**config.mk**
```make
export PLATFORM = sky130hd
export DESIGN_NAME = ialu_mul
export DESIGN_NICKNAME = d
export VERILOG_FILES = /design/src/rtl/ialu_pkg.sv /design/src/rtl/ialu_mul.sv
export SDC_FILE = /design/constraint.sdc
export NUM_CORES = 2
export LEC_CHECK = 0
export BUFFER_PORTS_ARGS = -buffer_cell sky130_fd_sc_hd__buf_2
export CAP_MARGIN = 20
export CORE_MARGIN = 2
export CORE_UTILIZATION = 35
export CTS_CLUSTER_SIZE = 16
export DETAILED_ROUTE_END_ITERATION = 6
export SLEW_MARGIN = 25
export SYNTH_ARGS = -nofsm -noshare
export SYNTH_HDL_FRONTEND = slang
export SYNTH_SLANG_ARGS = --single-unit
```
**constraint.sdc**
```tcl
create_clock -name clk -period 8.9 [get_ports clk]
set_input_delay 0.89 -clock clk [delete_from_list [all_inputs] [get_ports clk]]
set_output_delay 0.89 -clock clk [all_outputs]
set_load 0.1 [all_outputs]
```
**src/rtl/ialu_pkg.sv**
```systemverilog
// Package for the integer ALU: command codes, payload word types, divider step.
// No dependencies.
package ialu_pkg;

    typedef enum logic [3:0] {
        CMD_ADD   = 4'd0,
        CMD_ADDU  = 4'd1,
        CMD_AND   = 4'd2,
        CMD_OR    = 4'd3,
        CMD_XOR   = 4'd4,
        CMD_SUB   = 4'd5,
        CMD_SUBU  = 4'd6,
        CMD_SUBC  = 4'd7,
        CMD_SLL   = 4'd8,
        CMD_SRA   = 4'd9,
        CMD_SRL   = 4'd10,
        CMD_MULT  = 4'd11,
        CMD_MULTU = 4'd12,
        CMD_DIV   = 4'd13,
        CMD_DIVU  = 4'd14,
        CMD_NONE  = 4'd15
    } cmd_t;

    localparam int DATA_W     = 32;
    localparam int BITS_STAGE = 4;
    localparam int DIV_STAGES = DATA_W / BITS_STAGE;

    typedef struct packed {
        logic [3:0]        command;
        logic [DATA_W-1:0] operand_a;
        logic [DATA_W-1:0] operand_b;
    } in_word_t;

    typedef struct packed {
        logic [DATA_W-1:0] result_value;
        logic [DATA_W-1:0] high_word;
        logic [DATA_W-1:0] low_word;
        logic              overflow_flag;
    } out_word_t;

    // one restoring step: shift in next dividend bit, try subtract
    typedef struct packed {
        logic [DATA_W-1:0] rem;
        logic [DATA_W-1:0] quo;
    } div_state_t;

    function automatic div_state_t div_step(div_state_t s, logic [DATA_W-1:0] d);
        logic [DATA_W:0] trial;
        div_state_t      o;
        trial = {s.rem, s.quo[DATA_W-1]};
        o.quo = {s.quo[DATA_W-2:0], 1'b0};
        if (trial >= {1'b0, d})
        begin
            trial    = trial - {1'b0, d};
            o.quo[0] = 1'b1;
        end
        o.rem = trial[DATA_W-1:0];
        return o;
    endfunction

endpackage

```
**src/rtl/ialu_mul.sv**
```systemverilog
// Pipelined 33x33 signed multiplier as four 17x17-ish partial products.
// Depends on ialu_pkg. Latency must match ialu_div; advances only when en is high.
module ialu_mul (
    input  logic                       clk,
    input  logic                       en,
    input  logic                       sgn,
    input  logic [ialu_pkg::DATA_W-1:0] a,
    input  logic [ialu_pkg::DATA_W-1:0] b,
    output logic [2*ialu_pkg::DATA_W-1:0] prod
);
    import ialu_pkg::*;

    localparam int H = DATA_W / 2;
    localparam int LAT = DIV_STAGES + 2;

    logic signed [H:0]          ah, bh;
    logic        [H-1:0]        al, bl;
    logic signed [2*H+1:0]      hh_reg;
    logic signed [H+1:0]        alx, blx;
    logic signed [2*H+3:0]      hl_reg, lh_reg;
    logic        [2*H-1:0]      ll_reg;
    logic        [2*DATA_W-1:0] sum_reg;
    logic        [2*DATA_W-1:0] dly_reg [LAT-2];
    logic        [2*DATA_W-1:0] sum_next;

    assign ah  = {sgn & a[DATA_W-1], a[DATA_W-1:H]};
    assign bh  = {sgn & b[DATA_W-1], b[DATA_W-1:H]};
    assign al  = a[H-1:0];
    assign bl  = b[H-1:0];
    assign alx = {2'b00, al};
    assign blx = {2'b00, bl};

    always_comb
    begin
        sum_next = 64'(signed'(hh_reg)) <<< (2 * H);
        sum_next = sum_next + (64'(signed'(hl_reg)) <<< H);
        sum_next = sum_next + (64'(signed'(lh_reg)) <<< H);
        sum_next = sum_next + 64'(ll_reg);
    end

    always_ff @(posedge clk)
    begin
        if (en)
        begin
            hh_reg  <= (2*H+2)'(ah) * (2*H+2)'(bh);
            hl_reg  <= (2*H+4)'(ah) * (2*H+4)'(blx);
            lh_reg  <= (2*H+4)'(alx) * (2*H+4)'(bh);
            ll_reg  <= (2*H)'(al) * (2*H)'(bl);
            sum_reg <= sum_next;
            dly_reg[0] <= sum_reg;
            for (int i = 1; i < LAT - 2; i++)
                dly_reg[i] <= dly_reg[i-1];
        end
    end

    assign prod = dly_reg[LAT-3];
endmodule

```
-- Word-level counts from Yosys, hierarchy flattened
Memory sizes are Yosys's and may differ from the RTL's.
Index checks and enable logic that the tools add are counted.
- add/subtract/negate cells: 3
- multipliers: 4
- muxes and demuxes: 2
- bitwise operators: 2
- operators by type and width (operator ; number):
    $add A64 B64 Y64 ; 2
    $mul A17 B17 Y34 ; 2
    $add A64 B32 Y64 ; 1
    $mul A16 B16 Y32 ; 1
    $mul A17 B17 Y32 ; 1
    $and A1 B1 Y1 ; 2
    $mux W1 ; 2
- flip-flop bits (word level): 200
- bits in writable memories: 512
- output and inout bits: 64
- logic and storage cells: 17
- memories kept: 1
- memories (memory ; depth ; width ; read ports ; clocked after memory_dff ; wr ports ; line ; source):
    dly_reg ; 8 ; 64 ; 8 ; 0 ; 8 ; ialu_mul.sv:23 ; logic [2*DATA_W-1:0] dly_reg [LAT-2];

-- Logic depth before layout (Yosys ltp)
- depth in word-level cells: 3
- gate-level depth with buffers: 27
- depth with buffers taken out: 26

-- Worst setup path before layout
No wires, ideal clock.
- kind: input-to-reg
- start: input sgn
- end: register hl_reg[34] (data pin)
- library setup time: 0.260 ns
- arrival time: 6.561 ns
- data required time: 8.640 ns
- setup slack: 2.079 ns
- stages: 24
- buffers on the path: 1
- path through: and2_0 -> clkbuf_1 -> nand2_1 -> inv_1 -> fa_1 -> fa_1 -> inv_1 -> fa_1 -> inv_1 -> fa_1 -> fa_1 -> inv_1 -> fa_1 -> inv_1 -> ha_1 -> o21ai_0 -> nand2b_1 -> and3_1 -> a221o_1 -> o41ai_4 -> o211ai_2 -> a31o_1 -> a21oi_2 -> xnor2_1
- longest elaborated chain between the ends: 2
- ends and longest elaborated chain (element ; line ; source):
    from (decl) ; ialu_mul.sv:6 ; input logic sgn,
    $and A1 B1 Y1 ; ialu_mul.sv:26 ; assign ah = {sgn & a[DATA_W-1], a[DATA_W-1:H]};
    $mul A17 B17 Y34 ; ialu_mul.sv:46 ; hl_reg <= (2*H+4)'(ah) * (2*H+4)'(blx);
    to (signal assigned) ; ialu_mul.sv:46 ;
    to (decl) ; ialu_mul.sv:20 ; logic signed [2*H+3:0] hl_reg, lh_reg;
No other way between the ends.
A chain may end at the register's enable or synchronous reset.

-- Worst setup path in the final report
- start: input a[31] (netlist name)
- end: register hh_reg[30] (data pin)
- longest elaborated chain between the ends: 2
- ends and longest elaborated chain (element ; line ; source):
    from (decl) ; ialu_mul.sv:7 ; input logic [ialu_pkg::DATA_W-1:0] a,
    $and A1 B1 Y1 ; ialu_mul.sv:26 ;
    $mul A17 B17 Y32 (*) ; ialu_mul.sv:45 ; hh_reg <= (2*H+2)'(ah) * (2*H+2)'(bh);
    to (signal assigned) ; ialu_mul.sv:45 ;
    to (decl) ; ialu_mul.sv:18 ; logic signed [2*H+1:0] hh_reg;
Mark *: on every way between the ends. The rest lies on a longest branch, timed or not.

==> metrics.md <==
| Metric | Value |
|---|---|
| Outcome | `finished, violations left` |
| Failing checks | `DRC` |
| Syn Std Cell Area | `roughly 0.064 mm^2` |
| Antenna violations before repair | `24` |
| DIE HEIGHT | `~430 um` |
| Remaining Overflow, GRT | `0` |
| Wirelength per Cell | `17.9 um` |
| Syn Nets | `7132` |
| Antenna Nets Post-Route | `0` |
| CP startpoint kind | `input port` |
| Initial Utilization | `a little over a third` |
| Largest net degree at the start of global routing | `193` |
| # Post-CTS Setup Buffers | `0` |
| CTS tree | `done` |
| Worst Hold Slack | `0.398 ns` |
| Final Cycle Share | `around four fifths` |
| CP max FO | `22` |
| Worst r2r dst | `sum_reg[61]` |
| CTS Hold Bufs | `0` |
| Final setup TNS | `0 ns` |
| Fmax achieved | `approximately 140 MHz` |
| Sink Count | `about 700` |
| First-pass GRT wire length | `233 mm` |
| Mux cell area share after synthesis | `0.0157%` |
| Area leader, netlist | `edfxtp_1` |
| Total number of vias | `between 30000 and 40000` |
| Synth top area cells | `edfxtp_1, fa_1, ha_1` |
| Main combinational cell family by area after synthesis | `adder cells` |
| Root buffer cell | `clkbuf_16` |
| Synth Area in Simple Gates | `a little over a tenth` |
| Post-synth ARST share | `0%` |
| Worst slew margin | `26.0%` |
| Vias in the first global route | `41487` |
| Primary FF master, synth | `edfxtp_1` |
| Clk_lat worst skew | `0.68 ns` |
| Yosys reg bits | `about 710` |
| Final setup viols | `0` |
| CP endpoint | `hh_reg[30]` |
| Cells after synthesis | `5606` |
| Critical path arrival | `between 7 and 8 ns` |
| Placer Congestion | `0.863` |
| Total CTS buffers | `77` |
| Netlist cell types | `66` |
| Synth Area in Compound Gates | `4.02%` |
| Post-synthesis sequential area ratio | `about 33%` |
| Area grow syn2layout | `8.26%` |
| Max Slew Vio Count | `0` |
| Clock tree buffer depth | `3` |
| Post-Synth Adder-Cell Area | `roughly two fifths` |
| Vias per std cell | `approximately 4.8` |
| R2R Setup Slk | `about 4.2 ns` |
| Worst Max-Slew Pin Slew | `approximately 1.1 ns` |
| DRC viols | `1` |
| Clk slew on worst S/H paths | `around 0.06 ns` |
| EDFF count, synth | `slightly above 700` |
| Critical path origin | `a[31]` |
| Initial DRC Count | `about 2300` |
| Xor and xnor area share after synthesis | `under 10%` |
| Layout cells sized above 1 | `under 10%` |
| Standard-cell rows | `between 150 and 200` |
| # Max-Cap Violations | `0` |
| Worst EP required | `between 9 and 10 ns` |
| Fin nets | `around 7100` |
| CTS H-Tree Depth | `3` |
| Share of Yosys cell area claimed by the top area cell type | `~33%` |
| Worst Hold Class | `register to register` |
| Reg2reg path depth | `14` |
| Hold Violations, Final | `0` |
| Port-buffer cells | `130` |
| Routed wire length | `between 100 and 150 mm` |
| Avg Inst Size Synth | `11.4 um^2` |
| Fin Clk Skew | `0.0381 ns` |
| Die area | `0.186 mm^2` |
| Max reg flops | `between 500 and 600` |
| Min Tclk post-route | `7.06 ns` |
| Num ports | `around 130` |
| Core area | `roughly 0.18 mm^2` |
| All-Layer GR Usage | `between 10% and 20%` |
| Final core area utilization | `between 30% and 40%` |
| Reg2reg start | `ll_reg[17]` |
| Critical path class | `input port to register` |
| RSZ-0062 raised after global routing | `false` |
| Cts repair resizes | `0` |
| # fillers | `approximately 17000` |
| CP Capture Type | `register` |
| Synth warn | `0` |
| Die width | `431 um` |
| DP HPWL | `between 100 and 150 mm` |
| DR pass1 iterations | `7` |
-- worst max-delay path, cell delays in order --
cell and delay, ns:
buf_2 0.35, and2_0 0.45, buf_4 0.33, nand2_1 0.17
fa_1 0.54, fa_1 0.52, inv_1 0.05, fa_1 0.48
fa_1 0.52, fa_1 0.50, inv_1 0.05, fa_1 0.47
inv_1 0.04, ha_1 0.34, and3_1 0.22, nand3_1 0.09
nor2_1 0.05, a211oi_1 0.19, o21ai_0 0.13, a21oi_1 0.24
nor2b_1 0.10, o41a_1 0.34, a211oi_1 0.28, xnor2_1 0.09
-- routing by layer --
layer | share of wire, % | global-route usage [%] | vias to the layer above | wire [um]
met3 | 5.4 | 2.71 | 288 | 7800
met2 | 47 | 26.4 | 980 | 68000
li1 | - | - | 17238 | -
met1 | 43 | 21.0 | 19749 | 62000
met5 | 0.076 | 0 | - | 109
met4 | 4.0 | 6.60 | 18 | 5750
-- cell usage after synthesis, types with 33 or more instances --
cell / count
a21o_1: 44
a21oi_1: 138
and2_1: 488
buf_4: 64
clkbuf_1: 208
edfxtp_1: 708
fa_1: 1012
ha_1: 447
inv_1: 1203
nand2_1: 631
nor2_1: 120
o21ai_0: 69
xnor2_1: 134
xor2_1: 33
-- through the flow --
stage	std cells	area (um^2)	setup WS (ns)
floorplan	5606	63800	2.08
global placement	7869	66400	1.18
detailed placement	7869	66400	1.16
CTS	8008	69000	1.88
global route	8016	69000	1.48
finish	8017	69000	1.84
-- worst min-delay path by stage --
stage | cells after the start | endpoint | startpoint | slack, ns
after floorplan | 0 | dly_reg[0][0] | sum_reg[0] | 0.40
after global placement | 0 | dly_reg[1][104] | dly_reg[1][40] | 0.40
after detailed placement | 0 | dly_reg[0][0] | sum_reg[0] | 0.40
after CTS | 0 | dly_reg[1][36] | dly_reg[0][228] | 0.39
after global routing | 0 | dly_reg[1][21] | dly_reg[0][213] | 0.40
final | 0 | dly_reg[1][21] | dly_reg[0][213] | 0.40
-- final cells by class --
class,count,area [um^2],share of cell area (%)
multi-input combinational,3423,36700,53.2
clock buffer,88,1970,2.85
antenna,8,20.0,0.0290
sequential,708,21300,30.8
tap,2370,2970,4.30
clock inverter,51,598,0.866
timing repair buffer,166,976,1.41
inverter,1203,4520,6.54
-- cell usage in the layout (no fill, tap or decap), types with 6 or more instances in the layout --
cell,count
bufinv_16,6
xnor2_1,134
inv_1,1203
or3_1,6
fa_1,1012
nor3_1,25
nor2_1,120
and2_1,488
and3_1,20
a211oi_1,15
clkinv_1,9
buf_2,129
nor2b_1,12
o21a_1,25
clkbuf_1,11
clkinv_16,6
nand2_1,631
nand3_1,25
clkbuf_16,77
nand2b_1,24
o21ai_1,6
buf_4,33
xor2_1,33
or2_2,18
edfxtp_1,708
clkinv_2,17
a21o_1,44
ha_1,447
diode_2,8
a31oi_1,10
a21oi_1,138
nand4_1,14
o21ai_0,69
o31ai_1,9
o21bai_1,19
-- kinds of logic (layout without fill, tap and decap cells) --
logic type	count (synthesis)	in the layout
XOR/XNOR	167	167
flip-flops	708	708
AND/OR/NAND/NOR	1399	1399
AO/OA/AOI/OAI	397	397
adder cells (fa/ha/maj)	1459	1459
multiplexers	1	1
other	0	8
buffers and inverters	1475	1508
Power is not shown: default switching activity piles up to over one toggle a cycle in this logic, so the estimate is an artifact.
