**config.mk**
```make
export PLATFORM = sky130hd
export DESIGN_NAME = ialu_div
export DESIGN_NICKNAME = d
export VERILOG_FILES = /design/src/rtl/ialu_pkg.sv /design/src/rtl/ialu_div.sv
export SDC_FILE = /design/constraint.sdc
export NUM_CORES = 2
export LEC_CHECK = 0
export ABC_AREA = 1
export BUFFER_PORTS_ARGS = -buffer_cell sky130_fd_sc_hd__buf_2
export CORE_MARGIN = 3
export CORE_UTILIZATION = 60
export CTS_CLUSTER_DIAMETER = 30
export DETAILED_ROUTE_END_ITERATION = 10
export PLACE_DENSITY = 0.84
export SETUP_SLACK_MARGIN = 0.15
export SYNTH_ARGS = -nofsm -noshare
export SYNTH_HDL_FRONTEND = slang
export SYNTH_SLANG_ARGS = --single-unit
```
**constraint.sdc**
```tcl
create_clock -name clk -period 8.3 [get_ports clk]
set_input_delay 0.83 -clock clk [delete_from_list [all_inputs] [get_ports clk]]
set_output_delay 0.83 -clock clk [all_outputs]
set_load 0.005 [all_outputs]
```
**src/rtl/ialu_pkg.sv**
```systemverilog
// Package for the integer ALU: command codes, payload word types, divider step.
// No dependencies.
package ialu_pkg;

    typedef enum logic [3:0] {
        CMD_ADD   = 4'd0,
        CMD_ADDU  = 4'd1,
        CMD_AND   = 4'd2,
        CMD_OR    = 4'd3,
        CMD_XOR   = 4'd4,
        CMD_SUB   = 4'd5,
        CMD_SUBU  = 4'd6,
        CMD_SUBC  = 4'd7,
        CMD_SLL   = 4'd8,
        CMD_SRA   = 4'd9,
        CMD_SRL   = 4'd10,
        CMD_MULT  = 4'd11,
        CMD_MULTU = 4'd12,
        CMD_DIV   = 4'd13,
        CMD_DIVU  = 4'd14,
        CMD_NONE  = 4'd15
    } cmd_t;

    localparam int DATA_W     = 32;
    localparam int BITS_STAGE = 4;
    localparam int DIV_STAGES = DATA_W / BITS_STAGE;

    typedef struct packed {
        logic [3:0]        command;
        logic [DATA_W-1:0] operand_a;
        logic [DATA_W-1:0] operand_b;
    } in_word_t;

    typedef struct packed {
        logic [DATA_W-1:0] result_value;
        logic [DATA_W-1:0] high_word;
        logic [DATA_W-1:0] low_word;
        logic              overflow_flag;
    } out_word_t;

    // one restoring step: shift in next dividend bit, try subtract
    typedef struct packed {
        logic [DATA_W-1:0] rem;
        logic [DATA_W-1:0] quo;
    } div_state_t;

    function automatic div_state_t div_step(div_state_t s, logic [DATA_W-1:0] d);
        logic [DATA_W:0] trial;
        div_state_t      o;
        trial = {s.rem, s.quo[DATA_W-1]};
        o.quo = {s.quo[DATA_W-2:0], 1'b0};
        if (trial >= {1'b0, d})
        begin
            trial    = trial - {1'b0, d};
            o.quo[0] = 1'b1;
        end
        o.rem = trial[DATA_W-1:0];
        return o;
    endfunction

endpackage

```
**src/rtl/ialu_div.sv**
```systemverilog
// Pipelined restoring divider, four quotient bits per stage, sign fixup around it.
// Depends on ialu_pkg. Advances only when en is high.
module ialu_div (
    input  logic                       clk,
    input  logic                       en,
    input  logic                       sgn,
    input  logic [ialu_pkg::DATA_W-1:0] a,
    input  logic [ialu_pkg::DATA_W-1:0] b,
    output logic [ialu_pkg::DATA_W-1:0] quo,
    output logic [ialu_pkg::DATA_W-1:0] rem
);
    import ialu_pkg::*;

    div_state_t        st_reg  [DIV_STAGES+1];
    logic [DATA_W-1:0] d_reg   [DIV_STAGES+1];
    logic              qn_reg  [DIV_STAGES+1];
    logic              rn_reg  [DIV_STAGES+1];
    logic              z_reg   [DIV_STAGES+1];
    div_state_t        stg_next [DIV_STAGES];
    logic [DATA_W-1:0] ma, mb, q_reg, r_reg;
    logic              an, bn;

    assign an = sgn & a[DATA_W-1];
    assign bn = sgn & b[DATA_W-1];
    assign ma = an ? (~a + 1'b1) : a;
    assign mb = bn ? (~b + 1'b1) : b;

    always_comb
    begin
        for (int s = 0; s < DIV_STAGES; s++)
        begin
            stg_next[s] = st_reg[s];
            for (int k = 0; k < BITS_STAGE; k++)
                stg_next[s] = div_step(stg_next[s], d_reg[s]);
        end
    end

    always_ff @(posedge clk)
    begin
        if (en)
        begin
            st_reg[0] <= '{rem: '0, quo: ma};
            d_reg[0]  <= mb;
            qn_reg[0] <= an ^ bn;
            rn_reg[0] <= an;
            z_reg[0]  <= (b == '0);
            for (int s = 0; s < DIV_STAGES; s++)
            begin
                st_reg[s+1] <= stg_next[s];
                d_reg[s+1]  <= d_reg[s];
                qn_reg[s+1] <= qn_reg[s];
                rn_reg[s+1] <= rn_reg[s];
                z_reg[s+1]  <= z_reg[s];
            end
            q_reg <= z_reg[DIV_STAGES] ? '0 : (qn_reg[DIV_STAGES] ?
                     (~st_reg[DIV_STAGES].quo + 1'b1) : st_reg[DIV_STAGES].quo);
            r_reg <= z_reg[DIV_STAGES] ? '0 : (rn_reg[DIV_STAGES] ?
                     (~st_reg[DIV_STAGES].rem + 1'b1) : st_reg[DIV_STAGES].rem);
        end
    end

    assign quo = q_reg;
    assign rem = r_reg;
endmodule

```
==> summary.txt, run 1 <==
Status
  – Status: stopped before the end
  – Fail Step: clock tree synthesis (4_1_cts)
  – Error that ended the run: [ERROR DPL-0033] detailed placement checks failed during check placement.

CTS
  – Post-CTS Hold Fix Bufs: 0
  – CTS sink cnt: 891
  – H-tree Lvls: 4
  – Num CTS Buffers: 201
  – Post-CTS Resized: 2179
  – Clock Path Buffers: 3
  – Clock root buffer: clkbuf_16
  – Setup bufs post-CTS: 405

Placed design
  – Placer Congestion: 1.16
  – Post-DP Area: 133000 um2
  – Placed Cells: 20800
  – I/O Buffers: 130
  – DPL Wire Length: 353 mm

Floorplanning
  – Die X: 415 um
  – Starting density of the core: 60.6%
  – Cell Rows: 149
  – Ports: 131
  – Die H: 415 um

Synth
  – Post-synth EDFFs: 891
  – Synth Register Bits: 891
  – Sequential area share after synthesis: 26.7%
  – Synthesized area: 100000 um2
  – Area share of the largest cell type after synthesis: 26.7%
  – Distinct cell type count of the synthesized netlist: 70
  – Ys flop type: edfxtp_1
  – Mean Syn Cell Area: 6.83 um2
  – Async SR Flop Fraction: 0%
  – Post-Syn Nets: 15800
  – Yosys warnings: 0
  – Cells after Synth: 14700
  – Area contributors post-synth: edfxtp_1 (27%), nand2_1 (17%), ha_1 (12%)
  – Area leader, netlist: edfxtp_1
==> Yosys cell counts, drive strengths merged (2+ instances only) <==
master / number
o21bai: 103
buf: 179
nor4: 75
nand3: 857
a211oi: 6
nand2: 4456
a21boi: 60
fa: 31
nor3b: 4
o41ai: 2
o211ai: 36
nor2: 1271
o21a: 78
o211a: 2
a21o: 95
a2111oi: 3
nand3b: 60
clkinv: 4
a221oi: 56
xnor2: 336
a41o: 3
edfxtp: 891
or2: 93
a21oi: 1120
a31oi: 81
nand4: 178
a31o: 2
xor2: 489
o31ai: 11
and3: 20
ha: 998
clkbuf: 52
nor3: 219
o21ai: 942
a41oi: 11
o311ai: 4
inv: 1821
and2: 18
o221ai: 7
==> cell families after synthesis <==
| family | Yosys count | share of synthesized area (%) |
|---|---|---|
| simple gates | 7254 | 30.2 |
| flops | 891 | 26.7 |
| xor+xnor | 825 | 7.21 |
| buf+inv | 2056 | 8.09 |
| compound gates | 2627 | 14.7 |
| fa+ha+maj | 1029 | 13.1 |
==> per-stage QoR <==
stage / setup slack [ns] / setup TNS (ns)
global placement: -0.586 / -62.42
floorplan: 0.398 / 0
detailed placement: -0.876 / -161.67
==> run 2, diff against run 1 <==
--- a/config.mk
+++ b/config.mk
@@ -8,11 +8,9 @@
 export ABC_AREA = 1
 export BUFFER_PORTS_ARGS = -buffer_cell sky130_fd_sc_hd__buf_2
 export CORE_MARGIN = 3
-export CORE_UTILIZATION = 60
-export CTS_CLUSTER_DIAMETER = 30
+export CORE_UTILIZATION = 40
 export DETAILED_ROUTE_END_ITERATION = 10
-export PLACE_DENSITY = 0.84
-export SETUP_SLACK_MARGIN = 0.15
+export PLACE_DENSITY_LB_ADDON = 0.15
 export SYNTH_ARGS = -nofsm -noshare
 export SYNTH_HDL_FRONTEND = slang
 export SYNTH_SLANG_ARGS = --single-unit
==> constraint.sdc (replaced) <==
create_clock -name clk -period 10.79 [get_ports clk]
set_input_delay 1.079 -clock clk [delete_from_list [all_inputs] [get_ports clk]]
set_output_delay 1.079 -clock clk [all_outputs]
set_load 0.005 [all_outputs]
==> run 2 against run 1 <==
Compared with the run above: the run now ends clean; synthesized area stayed put; synthesized cell count stayed put.
==> summary.txt, run 2 <==
Status
  – Status: complete, no violations (was stopped before the end)

Hold path
  – Worst hold stages: 0
  – HP Class: reg2reg
  – Hold Path Sink: d_reg[0][254]$_DFFE_PP_
  – Hold Startpoint: d_reg[0][222]$_DFFE_PP_

Worst setup path
  – Worst EP required: 11.35 ns
  – Reg2reg start: d_reg[0][22]$_DFFE_PP_
  – Crit path kind: reg2reg
  – CP startpoint: d_reg[0][22]$_DFFE_PP_
  – Critical Path AT: 10.80 ns
  – Setup crit start kind: flop
  – Slowest stage delay, CP: 0.63 ns
  – CP max-delay cell: edfxtp_1
  – Reg2Reg Depth: 47
  – R2R Setup Slk: 0.55 ns
  – Setup crit end kind: flop
  – Crit path top cell by count: nand2_1
  – Highest net fanout along the worst path: 11
  – R2r endpoint: st_reg[0][118]$_DFFE_PP_

STA
  – Max Slew Vio Count: 0
  – Slew at the pin with the worst max-slew slack: 1.17 ns
  – Tmin final: 10.24 ns
  – Slew HR: 22.0%
  – Final period util: 94.9%
  – Skew final: 0.0689 ns
  – Final setup fails: 0
  – Max Clk Rate: 0.0976 GHz
  – Hold Vio Cnt, Final: 0

CTS
  – H-tree Lvls: 3 (was 4)
  – Clock Path Buffers: 3 (unchanged)
  – Clock Latency Late Sink: 0.83 ns
  – Worst-path clk slew: 0.07 ns
  – Clock root buffer: clkbuf_16 (unchanged)
  – CTS sink cnt: 891 (unchanged)
  – CTS tree: yes
  – Num CTS Buffers: 108 (was 201)

Synth
  – Area leader, netlist: edfxtp_1 (unchanged)
  – Post-Synth XOR/XNOR Area: 7.21% (unchanged)
  – Area share of the largest cell type after synthesis: 26.7% (unchanged)
  – Cells after Synth: 14700 (unchanged)
  – Post-synth top cells: nand2_1 (4411), inv_1 (1796), nor2_1 (1238) (unchanged)
  – Mean Syn Cell Area: 6.83 um2 (unchanged)
  – Ys flop type: edfxtp_1 (unchanged)
  – Sequential area share after synthesis: 26.7% (unchanged)
  – Post-Syn Nets: 15800 (unchanged)
  – Complex-gate fraction of the synthesized area: 14.7% (unchanged)
  – Adder-cell share of the synthesized area: 13.1% (unchanged)
  – Synth Register Bits: 891 (unchanged)
  – Yosys warnings: 0 (unchanged)
  – Async SR Flop Fraction: 0% (unchanged)
  – Mux contribution to synthesized area: 0% (unchanged)
  – Most frequent cell after synthesis: nand2_1 (unchanged)
  – Distinct cell type count of the synthesized netlist: 70 (unchanged)
  – Synth Area in Simple Gates: 30.2% (unchanged)
  – Area contributors post-synth: edfxtp_1 (27%), nand2_1 (17%), ha_1 (12%) (unchanged)
  – Synthesized area: 100000 um2 (unchanged)
  – Post-synth EDFFs: 891 (unchanged)
  – Dominant combinational cell family by area after synthesis: simple AND/OR/NAND/NOR gates (unchanged)

Cells and area
  – Most common cell after layout, fill and taps aside: nand2_1
  – Fin cells: 18600
  – Layout Area Growth over Synthesis: 12.0%
  – Layout cell share with drive strength beyond 1: 7.51%
  – Nets: 16300
  – Post-Layout Inst Area: 112000 um2
  – Most frequent cells in the layout: nand2_1 (4410), inv_1 (1786), nor2_1 (1234), a21oi_1 (1107), ha_1 (998)
  – Max FFs per register: 544
  – Fillers: 26100

Floorplanning
  – Core area: 249000 um2
  – Die X: 507 um (was 415 um)
  – Starting density of the core: 40.3% (was 60.6%)
  – Die H: 507 um (was 415 um)
  – Ports: 131 (unchanged)
  – Die area: 257000 um2
  – Cell Rows: 183 (was 149)

Route
  – # DRC: 0
  – Total number of vias: 102000
  – Vias/cell: 5.46
  – Iter 0 DRT Violations: 9376
  – Wire per inst: 22.1 um
  – Routed Wire Length: 411 mm
  – DRT Pass-1 Iters: 9
  – Post-DRT Antenna Nets: 0

Global routing
  – All-Layer GR Usage: 30.8%
  – Vias in the first global route: 95700
  – Largest net degree at the start of global routing: 168
  – GRT overflow: 0
  – Global-route wire length before repair: 601 mm
  – Antenna violations before repair: 24

Placed design
  – DPL Wire Length: 347 mm (was 353 mm)
  – I/O Buffers: 130 (unchanged)
  – Placed Cells: 18400 (was 20800)
  – Placer Congestion: 1.05 (was 1.16)
  – Post-DP Area: 108000 um2 (was 133000 um2)

Run
  – Max-Cap Viols: 0
## run 2: stage by stage
stage          TNS [ns]  setup WS (ns)  util (%)  hold slack, ns
4_1_cts               0         0.0447      44.9           0.390
3_5_place_dp          0         0.0830      43.3           0.405
5_1_grt          -0.110        -0.0159      45.1           0.419
3_3_place_gp    -0.0101        -0.0101      43.3           0.401
2_1_floorplan         0           2.89         -           0.400
6_report              0          0.548      45.1           0.400
## run 2: how the worst max path moves through the flow
stage                                          end  slack, ns  cells after the start
after floorplan           st_reg[0][185]$_DFFE_PP_       2.89                     57
after global placement    st_reg[0][380]$_DFFE_PP_      -0.01                     53
after detailed placement  st_reg[0][380]$_DFFE_PP_       0.08                     53
after CTS                 st_reg[0][380]$_DFFE_PP_       0.04                     55
after global routing      st_reg[0][296]$_DFFE_PP_      -0.02                     55
final                     st_reg[0][118]$_DFFE_PP_       0.55                     47
## run 2: area by class of cell
class / instances / area [um2] / share of cell area, %
multi-input combinational: 11700 / 65500 / 58.4
sequential: 891 / 26800 / 23.8
inverter: 1825 / 6900 / 6.15
timing repair buffer: 653 / 5040 / 4.49
tap: 3330 / 4170 / 3.71
clock buffer: 117 / 2760 / 2.46
clock inverter: 84 / 1140 / 1.01
antenna: 3 / 7.51 / 0.00668
## run 2: per-layer routing
layer  vias to the layer above  global-route usage, %  share of wire (%)
met4                         4                   17.2                6.7
met5                         -                      0             0.0068
li1                      50200                      -                  -
met2                      3625                   49.4                 44
met1                     47100                   40.2                 43
met3                       878                   3.74                6.3
## run 2: repair_timing
item / 4_1_cts / 5_1_grt
cloned: 0 / 4
setup buffers: 0 / 35
hold buffers: 0 / 0
pin swaps: 0 / 7
resized for setup: 1 / 76
setup endpoints to repair: 1 / 264
## run 2: logic make-up after synthesis
family,Yosys count
AO/OA/AOI/OAI,2627
XOR/XNOR,825
adder cells (fa/ha/maj),1029
buffers and inverters,2056
flip-flops,891
AND/OR/NAND/NOR,7254
## run 2: critical path, delay by kind of cell (launching register included)
family | cells | cell delay (ns)
buffers and inverters | 6 | 0.72
DFF | 1 | 0.63
AOI/OAI and AO/OA | 18 | 3.90
xor gates and xnor gates | 1 | 0.11
and+or+nand+nor | 19 | 3.52
adders and majority gates | 3 | 1.08
Power of run 2 is not shown: default switching activity piles up to over one toggle a cycle in this logic, so the estimate is an artifact.
